## src/design/gdb_pkg.sv

```systemverilog
// shared types and constants of the 2x2 box downscaler
// no dependencies; imported by gdb_ctrl, gdb_combine and the top level
package gdb_pkg;

  localparam int MAX_WIDTH_DEF  = 4096;
  localparam int HEIGHT_LIMIT   = 4096;
  localparam int ROW_W          = 12;
  localparam int PIX_W          = 8;
  localparam int SUM_W          = 9;
  localparam int CFG_DATA_W     = 13;
  localparam int CFG_IDX_W      = 1;
  localparam int SRC_WIDTH_RST  = 640;
  localparam int SRC_HEIGHT_RST = 480;

  localparam logic [CFG_IDX_W-1:0] REG_SRC_WIDTH  = 1'b0;
  localparam logic [CFG_IDX_W-1:0] REG_SRC_HEIGHT = 1'b1;

  // how the combine stage forms a result from the item
  typedef enum logic [2:0] {
    OP_NONE,
    OP_PASS,
    OP_PAIR,
    OP_QUAD,
    OP_VERT
  } op_e;

  typedef struct packed {
    op_e              op;
    logic [PIX_W-1:0] pix;
    logic [PIX_W-1:0] left;
    logic             row_end;
    logic             frame_end;
  } item_t;

endpackage

```

## src/design/gdb_if.sv

```systemverilog


interface gdb_pix_out_if;
  logic                      valid;
  logic                      ready;
  logic [gdb_pkg::PIX_W-1:0] pixel_out;
  logic                      row_end;
  logic                      frame_end;

  modport source (output valid, output pixel_out, output row_end, output frame_end,
                  input ready);
  modport sink (input valid, input pixel_out, input row_end, input frame_end,
                output ready);
endinterface

```

## src/design/gdb_combine.sv

```systemverilog
// back stage: combines line store data with the item and holds the output register
// depends on gdb_pkg and gdb_pix_out_if
module gdb_combine (
  input  logic                      clk_i,
  input  logic                      rst_ni,
  input  logic                      load_i,
  input  gdb_pkg::item_t            item_i,
  input  logic [gdb_pkg::SUM_W-1:0] rdata_i,
  output logic                      ready_o,
  gdb_pix_out_if.source             dst
);
  import gdb_pkg::*;

  item_t            s1_q;
  logic             s1_valid_q;
  logic             s1_go;
  logic             out_valid_q;
  logic [PIX_W-1:0] out_pix_q, val;
  logic             out_row_end_q, out_frame_end_q;
  logic [10:0]      quad_sum;
  logic [9:0]       vert_sum;
  logic [8:0]       pair_sum;

  assign s1_go   = s1_valid_q && (!out_valid_q || dst.ready);
  assign ready_o = !s1_valid_q || s1_go;

  always_comb begin
    quad_sum = 11'(rdata_i) + 11'(s1_q.left) + 11'(s1_q.pix) + 11'd2;
    vert_sum = 10'(rdata_i) + 10'(s1_q.pix) + 10'd1;
    pair_sum = 9'(s1_q.left) + 9'(s1_q.pix) + 9'd1;
    case (s1_q.op)
      OP_QUAD: val = quad_sum[9:2];
      OP_VERT: val = vert_sum[8:1];
      OP_PAIR: val = pair_sum[8:1];
      default: val = s1_q.pix;
    endcase
  end

  always_ff @(posedge clk_i or negedge rst_ni) begin
    if (!rst_ni) begin
      s1_valid_q  <= 1'b0;
      out_valid_q <= 1'b0;
    end else begin
      if (ready_o) s1_valid_q <= load_i;
      if (s1_go) out_valid_q <= 1'b1;
      else if (dst.ready) out_valid_q <= 1'b0;
    end
  end

  always_ff @(posedge clk_i) begin
    if (ready_o && load_i) s1_q <= item_i;
    if (s1_go) begin
      out_pix_q       <= val;
      out_row_end_q   <= s1_q.row_end;
      out_frame_end_q <= s1_q.frame_end;
    end
  end

  assign dst.valid     = out_valid_q;
  assign dst.pixel_out = out_pix_q;
  assign dst.row_end   = out_row_end_q;
  assign dst.frame_end = out_frame_end_q;

  a_no_overrun: assert property (@(posedge clk_i) disable iff (!rst_ni)
    (s1_valid_q && !s1_go) |-> !ready_o)
    else $error("combine stage would be overwritten while held");

  a_s1_to_out: assert property (@(posedge clk_i) disable iff (!rst_ni)
    s1_go |=> out_valid_q)
    else $error("item left the combine stage but no output appeared");

endmodule

```

## src/flat_wrapper.sv

```systemverilog
// flat-port wrapper written by rule: the top's interface ports become plain ports
module gdb_combine_flat import gdb_pkg::*;
  (clk_i, rst_ni, load_i, item_i, rdata_i, ready_o, dst_valid, dst_pixel_out, dst_row_end, dst_frame_end, dst_ready);
  gdb_pix_out_if dst_i ();
  input  logic clk_i;
  input  logic rst_ni;
  input  logic load_i;
  input  gdb_pkg::item_t item_i;
  input  logic [gdb_pkg::SUM_W-1:0] rdata_i;
  output logic ready_o;
  output wire logic [$bits(dst_i.valid)-1:0] dst_valid;
  output wire logic [$bits(dst_i.pixel_out)-1:0] dst_pixel_out;
  output wire logic [$bits(dst_i.row_end)-1:0] dst_row_end;
  output wire logic [$bits(dst_i.frame_end)-1:0] dst_frame_end;
  input wire logic [$bits(dst_i.ready)-1:0] dst_ready;
  assign dst_valid = dst_i.valid;
  assign dst_pixel_out = dst_i.pixel_out;
  assign dst_row_end = dst_i.row_end;
  assign dst_frame_end = dst_i.frame_end;
  assign dst_i.ready = dst_ready;
  gdb_combine u_core (.clk_i(clk_i), .rst_ni(rst_ni), .load_i(load_i), .item_i(item_i), .rdata_i(rdata_i), .ready_o(ready_o), .dst(dst_i));
endmodule
```

## config.mk

```make
export PLATFORM = sky130hd
export DESIGN_NAME = gdb_combine_flat
export DESIGN_NICKNAME = d
export VERILOG_FILES = /design/src/design/gdb_pkg.sv /design/src/design/gdb_if.sv /design/src/design/gdb_combine.sv /design/src/flat_wrapper.sv
export SDC_FILE = /design/constraint.sdc
export NUM_CORES = 1
export LEC_CHECK = 0
export ABC_AREA = 1
export BUFFER_PORTS_ARGS = -buffer_cell sky130_fd_sc_hd__buf_2
export CAP_MARGIN = 20
export CORE_MARGIN = 1
export CORE_UTILIZATION = 50
export CTS_CLUSTER_SIZE = 12
export DETAILED_ROUTE_END_ITERATION = 12
export GPL_TIMING_DRIVEN = 1
export PLACE_DENSITY = 0.73
export SYNTH_ARGS = -nofsm -noshare
export SYNTH_HDL_FRONTEND = slang
export SYNTH_SLANG_ARGS = --single-unit
```

## constraint.sdc

```tcl
create_clock -name clk_i -period 6.05 [get_ports clk_i]
set_clock_uncertainty 0.15 [all_clocks]
set_input_delay 0 -clock clk_i [delete_from_list [all_inputs] [get_ports clk_i]]
set_output_delay 0 -clock clk_i [all_outputs]
set_load 0.02 [all_outputs]
```

==> results of run 1 <==
-- registers in the layout, summed over array words and instances, names as in the netlist --
register,count
u_core.dst.frame_end,1
u_core.dst.pixel_out,8
u_core.dst.row_end,1
u_core.dst.valid,1
u_core.s1_q,21
u_core.s1_valid_q,1
-- final timing paths --
kind                                      endpoint            start  slack (ns)
max in group asynchronous         u_core.dst.valid           rst_ni        5.18
min in group asynchronous        u_core.s1_valid_q           rst_ni        0.44
min reg2reg                   u_core.dst.frame_end   u_core.s1_q[0]        0.27
min                        u_core.dst.pixel_out[1]       rdata_i[2]        0.18
max reg2reg                u_core.dst.pixel_out[2]  u_core.s1_q[13]        3.50
max                        u_core.dst.pixel_out[2]  u_core.s1_q[13]        3.50
-- where the power goes --
group / total [mW] / internal [mW] / leakage (nW) / switching (mW)
Combinational: 0.269 / 0.108 / 1.21 / 0.161
Clock: 0.173 / 0.0928 / 0.0455 / 0.0802
Sequential: 0.293 / 0.278 / 0.321 / 0.0145
Total: 0.734 / 0.478 / 1.58 / 0.256
-- synth_stat cells, drive strengths merged --
library cell  count
inv              48
ha               23
nand3            28
o21a              1
nand4             9
o22ai             1
nor2             14
dfrtp             2
nand3b            6
a31oi             1
a21o              1
a21oi            17
xor2              1
o21ai             4
nor3              1
edfxtp           31
clkinv            3
nand2            99
o2111ai           1
or2               5
fa                9
o21bai            2
-- through the flow --
step,hold WS (ns),utilization [%]
final,0.175,66.9
after global routing,0.223,66.9
after CTS,0.171,66.9
after detailed placement,-0.362,59.2
after global placement,-0.364,59.2
after floorplan,-0.446,-
-- metal layers --
metal	vias up	track usage, %	wire [um]
met3	8	5.35	358
met1	1032	31.3	2650
met4	0	8.33	96
met2	66	40.9	2810
met5	-	0	0
li1	1178	-	-
-- area by class of cell --
type                    instances  area [sq um]  area share (%)
multi-input cells             223          1370            42.5
flip-flops and latches         33           981            30.5
repair buffers                 73           505            15.7
inverters                      51           191            5.94
clock buffers                   8          90.1            2.80
well taps                      67          83.8            2.60
-- kinds of logic (layout without fill, tap and decap cells) --
family | count (synthesis) | after routing
flip-flops | 33 | 33
adder cells (fa/ha/maj) | 32 | 32
AND/OR/NAND/NOR | 162 | 162
XOR/XNOR | 1 | 1
AO/OA/AOI/OAI | 28 | 28
buffers and inverters | 51 | 132
-- worst max-delay path, stage by stage (launching register included) --
cell and delay, ns:
edfxtp_1 0.49, fa_1 0.47, ha_1 0.36, a21oi_1 0.15, nand2_1 0.14, or2_2 0.30, nand3_1 0.09, nand4_1 0.12
-- what timing repair did --
item	in CTS	in global routing
hold endpoints to repair	26	0
hold buffers	28	0
buffers inserted	0	0
==> results.cfg, run 1 <==
[finish]
stdcell_area_sq_mm = 0.00322
post_layout_nonfiller_instances = 455
n_fill_cell = 420
final_common_cell = nand2_1
drive_gt1_share_pct = 17.0
diodes = 0
fin_nets = 453
layout_common_cells = 98 x nand2_1, 45 x buf_2, 42 x inv_1
syn_to_final_growth_pct = 26.7

[sta]
hold_viol = 0
max_clock_freq_mhz = 392
slew_headroom_pct = 37.4
worstMarginPinSlew_ns = 0.939
fin_crit_ns = 2.55
rsz0062_at_grt = no
timing.final.ws_setup_ns = 3.50
setup_viol_count_final = 0
fin_crit_sh_pct = 42.2
tns_ns = 0
drv_slew = 0

[synthesis]
yosys.area.top_type = edfxtp_1
synthXorXnorAreaFrac_pct = 0.345
synth.distinct_cells = 29
synthAdderAreaFrac_pct = 18.4
ys_seq_area_share_pct = 38.6
ys_seq_elements = 33
ys.warnings.count = 0
synth-simple-area-share_pct = 28.6
synth-compound-area-share_pct = 6.55
synth_top_family_by_area = simple AND/OR/NAND/NOR gates
avgSynthCellArea_sq_um = 8.28
netlist_area_sq_mm = 0.00254
synth.mux.area_fraction_pct = 0
synth_top_area_share_pct = 36.6
synth_area_leaders = edfxtp_1 37%, nand2_1 14%, ha_1 11%
synth_nets = 373
syn_inst = 307

[setup_path]
crit_path_end_kind = register
start_kind = register
reg2reg_depth = 7
cp_max_fo = 5
crit_required_ns = 5.92
crit_arrival_ns = 2.42
path_class = reg -> reg

[detailed_routing]
ant_nets = 0
vias = 2284
postRouteWirelength_um = 5910
dr.pass1.iters = 5
wl_per_cell_um = 13.0
drt_drc_violations_left = 0
drt-initial-drc-count = 113
drt-vias-per-instance = 5.02

[die]
ios = 46
fp.dieW_um = 73.3
core_sq_mm = 0.00482
rows = 25
die_h_um = 73.3
die-area_sq_mm = 0.00537
initial_core_util_pct = 52.8

[run_status]
outcome = finished, final reports clean

[power]
leakage_nw = 1.58
finalPower_uw = 734
power_density_mw_per_mm2 = 228
max-vdd-ir-drop_uv = 152

[cts]
htreeDepth = 2
clock_latency_ns = 0.29
clock_sinks = 33
clk_path_buf_depth = 2
clk_pin_slew_worst_paths_ns = 0.07
numCtsBuffers = 5
ctsResizeCount = 0
tritoncts = built
root_buffer = clkbuf_8

[grt]
grt_usage_pct = 24.4
grt-ovfl-total = 0
grt_pass1_wl_um = 9610
grt_pass1_vias = 2177
grt_max_degree = 22
grt_antenna_before_repair = 0

[placement]
portBuffers = 45
pre_cts_slack_ns = 3.57
hpwl_um = 4590
gp_congestion = 0.851
placement.cell_area_sq_mm = 0.00285
numPlacedInstances = 419

[run]
drv_cap = 0

[min_path]
hold_depth = 4
hold_class = in -> reg
Note: power is estimated with default switching activity, not from simulation.
==> run 2: changes to the inputs <==
- PLACE_DENSITY: 0.73 -> 0.76
- clock period: 6.05 -> 2.21 ns (I/O delays scaled with it)
==> results.cfg, run 2 (synthesis gave the netlist of run 1 again) <==
[sta]
setup_viol_count_final = 5
timing.final.ws_setup_ns = -0.154
fin_crit_ns = 2.36
max_clock_freq_mhz = 423
drv_slew = 0
rsz0062_at_grt = yes
fin_crit_sh_pct = 107
hold_viol = 0
worstMarginPinSlew_ns = 0.440
tns_ns = -0.427
slew_headroom_pct = 70.7

[grt]
grt_usage_pct = 25.4
grt_pass1_wl_um = 10100
grt-ovfl-total = 0
grt_antenna_before_repair = 0
grt_pass1_vias = 2347
grt_max_degree = 22

[detailed_routing]
drt_drc_violations_left = 0
dr.pass1.iters = 5
postRouteWirelength_um = 6820
drt-initial-drc-count = 142
drt-vias-per-instance = 5.16
wl_per_cell_um = 14.2
ant_nets = 0
vias = 2480

[setup_path]
path_class = reg -> reg
crit_path_end_kind = register
crit_required_ns = 2.10
startpoint = u_core.s1_q[6]
r2r_start = u_core.s1_q[6]
start_kind = register
crit_arrival_ns = 2.25
cp_max_fo = 4

[cts]
clock_latency_ns = 0.29
clk_path_buf_depth = 2
numCtsBuffers = 5
htreeDepth = 2
clk_pin_slew_worst_paths_ns = 0.07
clock_sinks = 33
tritoncts = built
root_buffer = clkbuf_8

[run_status]
violations = setup timing
outcome = finished, violations left

[power]
finalPower_mw = 2.36
power_density_mw_per_mm2 = 650
leakage_nw = 1.73
max-vdd-ir-drop_uv = 490

[die]
rows = 25
ios = 46
core_sq_mm = 0.00482
die_h_um = 73.3
initial_core_util_pct = 52.8
die-area_sq_mm = 0.00537
fp.dieW_um = 73.3

[finish]
regMostFlops = u_core.s1_q
stdcell_area_sq_mm = 0.00362
largest_reg_flops = 21
final_common_cell = nand2_1
post-route-util_pct = 75.2
fin_nets = 479
drive_gt1_share_pct = 30.0
diodes = 0
layout_common_cells = 85 x nand2_1, 45 x buf_2, 40 x inv_1
syn_to_final_growth_pct = 42.6
n_fill_cell = 335

[placement]
portBuffers = 45
placement.cell_area_sq_mm = 0.00301
gp_congestion = 0.896
hpwl_um = 4580

[run]
drv_cap = 0

[min_path]
min_from = rdata_i[2]
hold_class = in -> reg
run 2: changes by cell type in the layout (fill, tap and decap cells not counted), sizes merged:
cell,before,now
buf,45,71
clkinv,3,4
bufinv,0,1
clkbuf,8,6
run 2: layer usage:
layer | GRT usage, % | up-vias | wire length, um
met5 | 0 | - | 0
met4 | 9.62 | 0 | 257
met3 | 5.49 | 26 | 427
met2 | 44.2 | 115 | 3240
met1 | 30.8 | 1112 | 2890
li1 | - | 1227 | -
run 2: area by class of cell:
| cell class | instances | area (sq um) | share of cell area (%) |
|---|---|---|---|
| well taps | 67 | 83.8 | 2.31 |
| inverters | 51 | 191 | 5.28 |
| repair buffers | 99 | 708 | 19.5 |
| clock buffers | 6 | 72.6 | 2.00 |
| clock inverters | 2 | 33.8 | 0.932 |
| flip-flops and latches | 33 | 981 | 27.1 |
| multi-input cells | 223 | 1550 | 42.9 |
run 2: path summary, 6_finish.rpt:
path / endpoint / slack, ns / cells after the start
max: u_core.dst.pixel_out[5] / -0.15 / 11
min: u_core.dst.pixel_out[1] / 0.18 / 4
max reg2reg: u_core.dst.pixel_out[5] / -0.15 / 11
min reg2reg: u_core.dst.frame_end / 0.27 / 0
max in group asynchronous: u_core.dst.valid / 1.35 / 3
min in group asynchronous: u_core.s1_valid_q / 0.43 / 3
run 2: what timing repair did:
action / in CTS / in global routing
endpoints found under the hold margin: 26 / 0
endpoints found under the setup margin: 7 / 9
setup buffers: 3 / 3
gates resized for setup: 12 / 27
pin swaps: 3 / 18
hold buffers: 28 / 0
run 2: worst max-delay path, stage by stage (launching register included):
cell and delay [ns]:
edfxtp_1 0.42, fa_1 0.55, ha_4 0.32, nand2_2 0.05, nand2_2 0.06, inv_2 0.05
nor2_1 0.15, nor2_1 0.10, nand2_1 0.06, nand2_1 0.06, nand3_2 0.06, nand4_1 0.08
run 2: stage by stage:
step                instances  hold WS (ns)  setup WS [ns]
finish                    481         0.181         -0.154
detailed placement        439        -0.364         -0.118
global placement          439        -0.365        -0.0849
floorplan                 307        -0.446        0.00439
CTS                       478         0.147        -0.0670
global route              481         0.198         -0.239
run 2: where the power goes:
part / switching, mW / internal [mW] / total [mW]
Sequential: 0.0332 / 0.760 / 0.793
Combinational: 0.557 / 0.444 / 1.00
Clock: 0.229 / 0.333 / 0.562
