`config.mk`:
```
export PLATFORM = sky130hd
export DESIGN_NAME = gdb_ctrl
export DESIGN_NICKNAME = d
export VERILOG_FILES = /design/src/design/gdb_pkg.sv /design/src/design/gdb_ctrl.sv
export SDC_FILE = /design/constraint.sdc
export NUM_CORES = 1
export LEC_CHECK = 0
export BUFFER_PORTS_ARGS = -buffer_cell sky130_fd_sc_hd__buf_4
export CAP_MARGIN = 10
export CELL_PAD_IN_SITES_DETAIL_PLACEMENT = 1
export CELL_PAD_IN_SITES_GLOBAL_PLACEMENT = 2
export CORE_MARGIN = 2
export CORE_UTILIZATION = 25
export CTS_BUF_LIST = sky130_fd_sc_hd__clkbuf_4 sky130_fd_sc_hd__clkbuf_8 sky130_fd_sc_hd__clkbuf_16
export CTS_CLUSTER_DIAMETER = 30
export DETAILED_ROUTE_END_ITERATION = 7
export PLACE_DENSITY_LB_ADDON = 0.1
export SYNTH_ARGS = -nofsm -noshare
export SYNTH_HDL_FRONTEND = slang
export SYNTH_SLANG_ARGS = --single-unit
```
`constraint.sdc`:
```
create_clock -name clk_i -period 3.8 [get_ports clk_i]
set_input_delay 0.19 -clock clk_i [delete_from_list [all_inputs] [get_ports clk_i]]
set_output_delay 0.19 -clock clk_i [all_outputs]
set_load 0.05 [all_outputs]
```
`src/design/gdb_pkg.sv`:
```
// shared types and constants of the 2x2 box downscaler
// no dependencies; imported by gdb_ctrl, gdb_combine and the top level
package gdb_pkg;

  localparam int MAX_WIDTH_DEF  = 4096;
  localparam int HEIGHT_LIMIT   = 4096;
  localparam int ROW_W          = 12;
  localparam int PIX_W          = 8;
  localparam int SUM_W          = 9;
  localparam int CFG_DATA_W     = 13;
  localparam int CFG_IDX_W      = 1;
  localparam int SRC_WIDTH_RST  = 640;
  localparam int SRC_HEIGHT_RST = 480;

  localparam logic [CFG_IDX_W-1:0] REG_SRC_WIDTH  = 1'b0;
  localparam logic [CFG_IDX_W-1:0] REG_SRC_HEIGHT = 1'b1;

  // how the combine stage forms a result from the item
  typedef enum logic [2:0] {
    OP_NONE,
    OP_PASS,
    OP_PAIR,
    OP_QUAD,
    OP_VERT
  } op_e;

  typedef struct packed {
    op_e              op;
    logic [PIX_W-1:0] pix;
    logic [PIX_W-1:0] left;
    logic             row_end;
    logic             frame_end;
  } item_t;

endpackage

```
`src/design/gdb_ctrl.sv`:
```
// front stage: size registers, column/row counters, left pixel and line store access
// depends on gdb_pkg
module gdb_ctrl #(
  parameter int MAX_WIDTH = gdb_pkg::MAX_WIDTH_DEF,
  parameter int CW        = $clog2(MAX_WIDTH),
  parameter int AW        = 11
) (
  input  logic                                clk_i,
  input  logic                                rst_ni,
  input  logic                                cfg_we_i,
  input  logic [gdb_pkg::CFG_IDX_W-1:0]       cfg_index_i,
  input  logic [gdb_pkg::CFG_DATA_W-1:0]      cfg_wdata_i,
  input  logic                                accept_i,
  input  logic [gdb_pkg::PIX_W-1:0]           pixel_i,
  output logic                                mem_en_o,
  output logic                                mem_we_o,
  output logic [AW-1:0]                       mem_addr_o,
  output logic [gdb_pkg::SUM_W-1:0]           mem_wdata_o,
  output logic                                item_valid_o,
  output gdb_pkg::item_t                      item_o
);
  import gdb_pkg::*;

  // last valid index for a size register value, zero taken as one and values above hi as hi
  function automatic int clamp_last(input int v, input int hi);
    int r;
    if (v < 1) r = 0;
    else if (v > hi) r = hi - 1;
    else r = v - 1;
    return r;
  endfunction

  logic [CW-1:0]    col_last_q, col_q, col_d;
  logic [ROW_W-1:0] row_last_q, row_q, row_d;
  logic [PIX_W-1:0] left_q, left_d;
  logic             last_col, last_row, odd_row, odd_col;
  op_e              op;

  always_ff @(posedge clk_i or negedge rst_ni) begin
    if (!rst_ni) begin
      col_last_q <= CW'(clamp_last(SRC_WIDTH_RST, MAX_WIDTH));
      row_last_q <= ROW_W'(clamp_last(SRC_HEIGHT_RST, HEIGHT_LIMIT));
    end else if (cfg_we_i) begin
      unique case (cfg_index_i)
        REG_SRC_WIDTH:  col_last_q <= CW'(clamp_last(int'(cfg_wdata_i), MAX_WIDTH));
        REG_SRC_HEIGHT: row_last_q <= ROW_W'(clamp_last(int'(cfg_wdata_i), HEIGHT_LIMIT));
      endcase
    end
  end

  always_comb begin
    last_col    = (col_q >= col_last_q);
    last_row    = (row_q >= row_last_q);
    odd_row     = row_q[0];
    odd_col     = col_q[0];
    op          = OP_NONE;
    left_d      = left_q;
    mem_en_o    = 1'b0;
    mem_we_o    = 1'b0;
    mem_addr_o  = AW'(col_q >> 1);
    mem_wdata_o = SUM_W'(left_q) + SUM_W'(pixel_i);

    if (last_row && !odd_row) begin
      // lone last row, paired with itself
      if (odd_col) begin
        op = OP_PAIR;
      end else begin
        left_d = pixel_i;
        if (last_col) op = OP_PASS;
      end
    end else if (!odd_row) begin
      // even row fills the line store
      if (odd_col) begin
        mem_en_o = accept_i;
        mem_we_o = 1'b1;
      end else begin
        left_d = pixel_i;
        if (last_col) begin
          mem_en_o    = accept_i;
          mem_we_o    = 1'b1;
          mem_wdata_o = SUM_W'(pixel_i);
        end
      end
    end else begin
      if (odd_col) begin
        op       = OP_QUAD;
        mem_en_o = accept_i;
      end else begin
        left_d = pixel_i;
        if (last_col) begin
          op       = OP_VERT;
          mem_en_o = accept_i;
        end
      end
    end

    if (last_col) begin
      col_d = '0;
      row_d = last_row ? '0 : ROW_W'(row_q + 1'b1);
    end else begin
      col_d = CW'(col_q + 1'b1);
      row_d = row_q;
    end

    item_valid_o      = accept_i && (op != OP_NONE);
    item_o.op         = op;
    item_o.pix        = pixel_i;
    item_o.left       = left_q;
    item_o.row_end    = last_col;
    item_o.frame_end  = last_col && last_row;
  end

  always_ff @(posedge clk_i or negedge rst_ni) begin
    if (!rst_ni) begin
      col_q  <= '0;
      row_q  <= '0;
      left_q <= '0;
    end else if (accept_i) begin
      col_q  <= col_d;
      row_q  <= row_d;
      left_q <= left_d;
    end
  end

  a_read_odd_row: assert property (@(posedge clk_i) disable iff (!rst_ni)
    (mem_en_o && !mem_we_o) |-> row_q[0])
    else $error("line store read outside an odd row");

  a_col_wrap: assert property (@(posedge clk_i) disable iff (!rst_ni)
    (accept_i && last_col) |=> (col_q == '0))
    else $error("column counter did not wrap at row end");

  a_frame_in_row: assert property (@(posedge clk_i) disable iff (!rst_ni)
    (item_valid_o && item_o.frame_end) |-> item_o.row_end)
    else $error("frame end without row end");

endmodule

```
==> results.yml, run 1 <==
power_and_ir_drop:
  peakVddDrop_mv: 0.178
  p_leak_uw: 0.00220
  combPwrFrac_pct: 40.8
  power.internal_uw: 1500
  switchingPower_uw: 975
  clkPwrFrac_pct: 27.4
  p_per_area_nw_per_um2: 533
  p_sw_share_pct: 39.3
  pwr-share-seq_pct: 31.8
critical_path:
  worstPathRequired_ps: 3610
  crit_buf_inv: 2
  reg2reg_depth: 9
  cp_cell_sequence: "clkinv_1 -> ha_1 -> nand2b_1 -> a2111oi_0 -> nor3_2 -> nor2_4 -> nor4_4 -> mux2_2 -> buf_4"
  r2r_start: "col_q[0]$_DFFE_PN0P_"
  worstSetupPathType: "reg2out"
  ff2ff_setup_slack_ps: 1000
  critPathMaxStageDelay_ps: 620
  worstPathMaxFanout: 9
  critPathArrivalTime_ps: 3210
  cp-start-kind: "register"
  r2r-end: "row_q[0]$_DFFE_PN0P_"
  cpMaxStageDelayCell: "nor4_4"
  cp_top_family: "simple AND/OR/NAND/NOR gates"
  critical_path.endpoint_type: "output pin"
clock_network:
  clk_latency_ps: 300
  cts_sinks: 56
  clockBufferDepth: 2
  htree_levels: 2
  numCtsBuffers: 5
  root_buffer: "clkbuf_16"
  cts.clk_slew.worst_paths_ps: 80
  cts_tree: "yes"
  post_cts_buffers: 0
logic_synthesis:
  yosysUniqueCellTypes: 48
  synth_area_um2: 3840
  syn_avg_cell_area_um2: 9.41
  syn_inst: 408
  synthArstFlopShare_pct: 100
  ys_ff_latch: 56
  synth_flop_cell: "dfrtp_1"
  syn_nets: 471
  ys_warn_count: 0
  ys_seq_area_share_pct: 37.0
  synth_edf_count: 0
final_layout:
  final_nets: 522
  post-route-cell-area_um2: 4660
  final_common_cell: "buf_4"
  antennaDiodeCount: 0
  syn2layout_area_growth_pct: 21.2
  drive_gt1_share_pct: 26.5
  mostFrequentLayoutCells: "72 x buf_4, 40 x dfrtp_1, 36 x ha_1"
timing:
  final.min_clock_period_ps: 3400
  clock.fmax_ghz: 0.294
  hold_viol_final: 0
  clock_skew_ps: 4.96
  report.final.setup_viol: 0
  fin_tns_setup_ps: 0
  slew_violations: 0
  grt_setup_unrepaired: "no"
  tightest_slew_ps: 755
  max-slew-margin-rel_pct: 49.7
  holdWs_ps: 142
  layout_worst_path_cycle_share_pct: 89.6
grt:
  grt_max_degree: 57
  grt_pass1_vias: 3230
  antenna_found_initial: 0
  grt_use_total_pct: 12.8
  grt_pass1_wl_um: 16500
  overflow: 0
placed_design:
  hpwl_um: 7790
  portBuffers: 69
  globalplace.congestion: 0.755
  place_area_um2: 4430
route:
  routedWlPerCell_um: 15.5
  viasPerCell: 4.74
  vias: 3069
  wl_um: 10000
  drtIter0Drc: 67
  first_pass_iters: 4
  ant_nets: 0
  drc: 0
floorplanning:
  die_area_um2: 16400
  core-area_um2: 15100
  row_count: 45
  boundaryPins: 70
  initial_core_util_pct: 25.5
  dieHeight_um: 128
  fp.dieW_um: 128
status:
  status: "completed"
worst_hold_path:
  hold_path_depth: 2
  hold_path_end: "left_q[3]$_DFFE_PN0P_"
  worst_hold_path_type: "in2reg"
  worstHoldStart: "pixel_i[3]"
run:
  maxCapViolations: 0
[flip-flops by register name, indices dropped and copies added, names as in the netlist]
| name | cells |
|---|---|
| col_last_q | 12 |
| col_q | 12 |
| left_q | 8 |
| row_last_q | 12 |
| row_q | 12 |
[layout make-up]
type,count,area (µm²)
inverters,32,120
flip-flops and latches,56,1420
multi-input cells,291,2110
repair buffers,73,551
clock inverters,3,90.1
well taps,188,235
fillers,1739,10400
clock buffers,5,125
[worst max-delay path by stage]
stage	from	end	depth (start not counted)
floorplan	col_q[0]$_DFFE_PN0P_	mem_wdata_o[8]	8
global placement	col_q[0]$_DFFE_PN0P_	mem_wdata_o[0]	9
detailed placement	col_q[0]$_DFFE_PN0P_	mem_wdata_o[5]	9
CTS	col_q[0]$_DFFE_PN0P_	mem_wdata_o[5]	9
global route	col_q[0]$_DFFE_PN0P_	mem_wdata_o[6]	9
finish	col_q[0]$_DFFE_PN0P_	mem_wdata_o[5]	9
[Yosys cell counts, types with 2 or more instances]
| cell | n | area share [%] |
|---|---|---|
| o31ai_1 | 2 | 0.39 |
| inv_1 | 31 | 3.0 |
| and3_1 | 10 | 1.6 |
| xnor2_1 | 14 | 3.2 |
| a21o_1 | 2 | 0.39 |
| o21bai_1 | 2 | 0.39 |
| buf_2 | 2 | 0.26 |
| ha_1 | 36 | 12 |
| a21oi_1 | 12 | 1.6 |
| nor3_1 | 11 | 1.4 |
| a22o_1 | 28 | 6.4 |
| dfstp_2 | 16 | 11 |
| o21ai_0 | 22 | 2.9 |
| nor2_1 | 29 | 2.8 |
| clkbuf_1 | 6 | 0.59 |
| nand3_1 | 8 | 1.0 |
| a211oi_1 | 4 | 0.78 |
| or2_2 | 2 | 0.33 |
| nand2b_1 | 5 | 0.81 |
| buf_4 | 21 | 4.1 |
| nand2_1 | 34 | 3.3 |
| o21a_1 | 5 | 0.98 |
| o21ai_1 | 3 | 0.39 |
| dfrtp_1 | 40 | 26 |
| a31oi_1 | 2 | 0.33 |
| and2_1 | 4 | 0.65 |
| nor2b_1 | 9 | 1.5 |
| nand4_1 | 5 | 0.81 |
| xor2_1 | 7 | 1.6 |
| nor4_1 | 2 | 0.33 |
| mux2_2 | 17 | 5.0 |
[routing by layer]
metal | vias to the layer above | wire, µm | global-route usage, %
li1 | 1522 | - | -
met4 | 0 | 144 | 4.01
met3 | 11 | 223 | 2.21
met2 | 31 | 4880 | 21.6
met1 | 1505 | 4780 | 16.6
met5 | - | 0 | 0
[metrics by stage]
step | instances | setup WS (ps) | total power, µW | util [%]
after global placement | 639 | 738 | 1820 | 29.4
after detailed placement | 639 | 675 | 1830 | 29.4
after CTS | 648 | 322 | 2530 | 30.9
after global routing | 648 | 74.7 | 2630 | 30.9
final | 648 | 396 | 2480 | 30.9
after floorplan | 408 | 493 | 1550 | -
[power groups by stage]
stage	logic, µW	clock network [µW]	registers (µW)
floorplan	725	0	825
global placement	1020	0	801
detailed placement	1020	0	804
CTS	1030	707	793
global route	1100	727	808
finish	1010	679	790
[timing repair]
item,in CTS,in global routing
hold buffers,1,0
resized for setup,0,0
hold endpoints to repair,22,0
[cell families after synthesis]
logic type	count (synthesis)	synth area share (%)
AO/OA/AOI/OAI	88	15.7
XOR/XNOR	21	4.79
adder cells (fa/ha/maj)	37	12.2
buffers and inverters	61	8.08
flip-flops	56	37.0
multiplexers	18	5.24
AND/OR/NAND/NOR	127	16.9
Note: power is estimated with default switching activity, not from simulation.
==> inputs of run 2 (changes only) <==
--- a/config.mk
+++ b/config.mk
@@ -5,15 +5,15 @@
 export SDC_FILE = /design/constraint.sdc
 export NUM_CORES = 1
 export LEC_CHECK = 0
-export BUFFER_PORTS_ARGS = -buffer_cell sky130_fd_sc_hd__buf_4
-export CAP_MARGIN = 10
 export CELL_PAD_IN_SITES_DETAIL_PLACEMENT = 1
 export CELL_PAD_IN_SITES_GLOBAL_PLACEMENT = 2
 export CORE_MARGIN = 2
 export CORE_UTILIZATION = 25
 export CTS_BUF_LIST = sky130_fd_sc_hd__clkbuf_4 sky130_fd_sc_hd__clkbuf_8 sky130_fd_sc_hd__clkbuf_16
 export CTS_CLUSTER_DIAMETER = 30
+export CTS_CLUSTER_SIZE = 14
 export DETAILED_ROUTE_END_ITERATION = 7
+export DONT_BUFFER_PORTS = 1
 export PLACE_DENSITY_LB_ADDON = 0.1
 export SYNTH_ARGS = -nofsm -noshare
 export SYNTH_HDL_FRONTEND = slang
==> run 2 against run 1 <==
Worst hold slack lost 120 ps. Global-route usage grew 0.35 points. Setup slack lost 96 ps. Maximum frequency decreased by 2.7%. Register-to-register slack worse by 120 ps. Die area is the same. Wire length is 2.1% higher. Largest cell class unchanged.
==> results.yml, run 2 (synthesis results as in run 1) <==
final_layout:
  final_common_cell: "dfrtp_1"
  antennaDiodeCount: 0
  final_nets: 471
  post-route-cell-area_um2: 4250
  drive_gt1_share_pct: 18.1
  mostFrequentLayoutCells: "40 x dfrtp_1, 36 x ha_1, 34 x nand2_1"
  syn2layout_area_growth_pct: 10.7
grt:
  grt_use_total_pct: 13.1
  grtUsageMet1_pct: 17.5
  grt_pass1_wl_um: 16800
  met3_usage_pct: 2.38
  antenna_found_initial: 0
  overflow: 0
  grt_max_degree: 57
  grt_pass1_vias: 3205
  met2_usage_pct: 21.5
  grt-busiest-layer: "met2"
floorplanning:
  core-area_um2: 15100
  fp.dieW_um: 128
  die_area_um2: 16400
  row_count: 45
  dieHeight_um: 128
  initial_core_util_pct: 25.5
  boundaryPins: 70
critical_path:
  cp-endpoint: "mem_wdata_o[6]"
  critPathArrivalTime_ps: 3310
  worstPathMaxFanout: 9
  cpMaxStageDelayCell: "nor4_4"
  path_depth: 7
  r2r_start: "col_q[11]$_DFFE_PN0P_"
  worstPathRequired_ps: 3610
  cp-start-kind: "register"
  critical_path.endpoint_type: "output pin"
  ff2ff_setup_slack_ps: 880
  crit_path_start: "col_q[11]$_DFFE_PN0P_"
  crit_buf_inv: 0
  cp_cell_sequence: "ha_1 -> nand4_1 -> or2_1 -> nor3_2 -> nor2_4 -> nor4_4 -> mux2_2"
  worstSetupPathType: "reg2out"
  cp_top_family: "simple AND/OR/NAND/NOR gates"
  r2r-end: "row_q[0]$_DFFE_PN0P_"
  critPathMaxStageDelay_ps: 620
  reg2reg_depth: 7
placed_design:
  portBuffers: 0
  place_area_um2: 4050
  globalplace.congestion: 0.727
  hpwl_um: 7780
clock_network:
  numCtsBuffers: 5
  cts_sinks: 56
  clockBufferDepth: 2
  clk_latency_ps: 310
  cts.clk_slew.worst_paths_ps: 90
  cts_tree: "yes"
  htree_levels: 2
  post_cts_buffers: 0
  root_buffer: "clkbuf_16"
timing:
  hold_viol_final: 0
  fin_tns_setup_ps: 0
  tightest_slew_ps: 908
  slew_violations: 0
  clock_skew_ps: 9.87
  grt_setup_unrepaired: "no"
  layout_worst_path_cycle_share_pct: 92.1
  final.min_clock_period_ps: 3500
  clock.fmax_ghz: 0.286
  max-slew-margin-rel_pct: 39.1
  report.final.setup_viol: 0
power_and_ir_drop:
  peakVddDrop_mv: 0.186
  p_per_area_nw_per_um2: 517
  p_leak_uw: 0.00194
route:
  drtIter0Drc: 103
  ant_nets: 0
  drc: 0
  wl_um: 10200
  first_pass_iters: 6
  routedWlPerCell_um: 17.2
  viasPerCell: 4.92
  vias: 2938
status:
  status: "completed"
worst_hold_path:
  worst_hold_path_type: "in2reg"
run:
  maxCapViolations: 0
[run 2: changes by cell type in the layout (fill, tap and decap cells not counted), sizes merged]
cell         before  now
buf              72   20
inv              31   33
bufinv            3    0
dlygate4sd3       1    2
clkinv            1    2
[run 2: through the flow]
step | util [%] | cells | worst slack [ps] | total power (µW) | hold slack [ps]
detailed placement | 26.9 | 586 | 558 | 1690 | -103
CTS | 28.2 | 597 | 179 | 2240 | 5.69
global route | 28.2 | 597 | 137 | 2330 | 7.49
floorplan | - | 408 | 493 | 1550 | -106
global placement | 26.9 | 586 | 643 | 1680 | -104
finish | 28.2 | 597 | 300 | 2200 | 19.7
[run 2: layout make-up]
type                    count  area [µm²]
multi-input cells         291        2140
fillers                  1752       10800
well taps                 188         235
repair buffers             22         190
inverters                  32         120
clock buffers               5         125
flip-flops and latches     56        1420
clock inverters             3        26.3
[run 2: how the worst min path moves through the flow]
stage                    start                         end  depth (start not counted)
finish              pixel_i[3]       left_q[3]$_DFFE_PN0P_                          1
detailed placement      rst_ni        col_q[9]$_DFFE_PN0P_                          0
floorplan               rst_ni  col_last_q[10]$_DFFE_PN0P_                          0
CTS                 pixel_i[3]       left_q[3]$_DFFE_PN0P_                          1
global placement        rst_ni        col_q[9]$_DFFE_PN0P_                          0
global route        pixel_i[2]       left_q[2]$_DFFE_PN0P_                          1
[run 2: per-layer routing]
| metal | wire length (µm) | share of wire (%) | vias to the layer above |
|---|---|---|---|
| li1 | - | - | 1418 |
| met2 | 4920 | 48 | 38 |
| met5 | 0 | 0 | - |
| met4 | 137 | 1.3 | 0 |
| met1 | 4870 | 48 | 1474 |
| met3 | 313 | 3.1 | 8 |
[run 2: timing repair]
item                                    in CTS  in global routing
hold buffers                                 3                  0
endpoints found under the hold margin       58                  0
endpoints found under the setup margin       0                  1
gates resized for setup                      0                  1
[run 2: power by group]
part	total (µW)	switching, µW	internal [µW]
combinational	852	571	282
clock	513	261	252
sequential	833	138	695
total	2200	969	1230
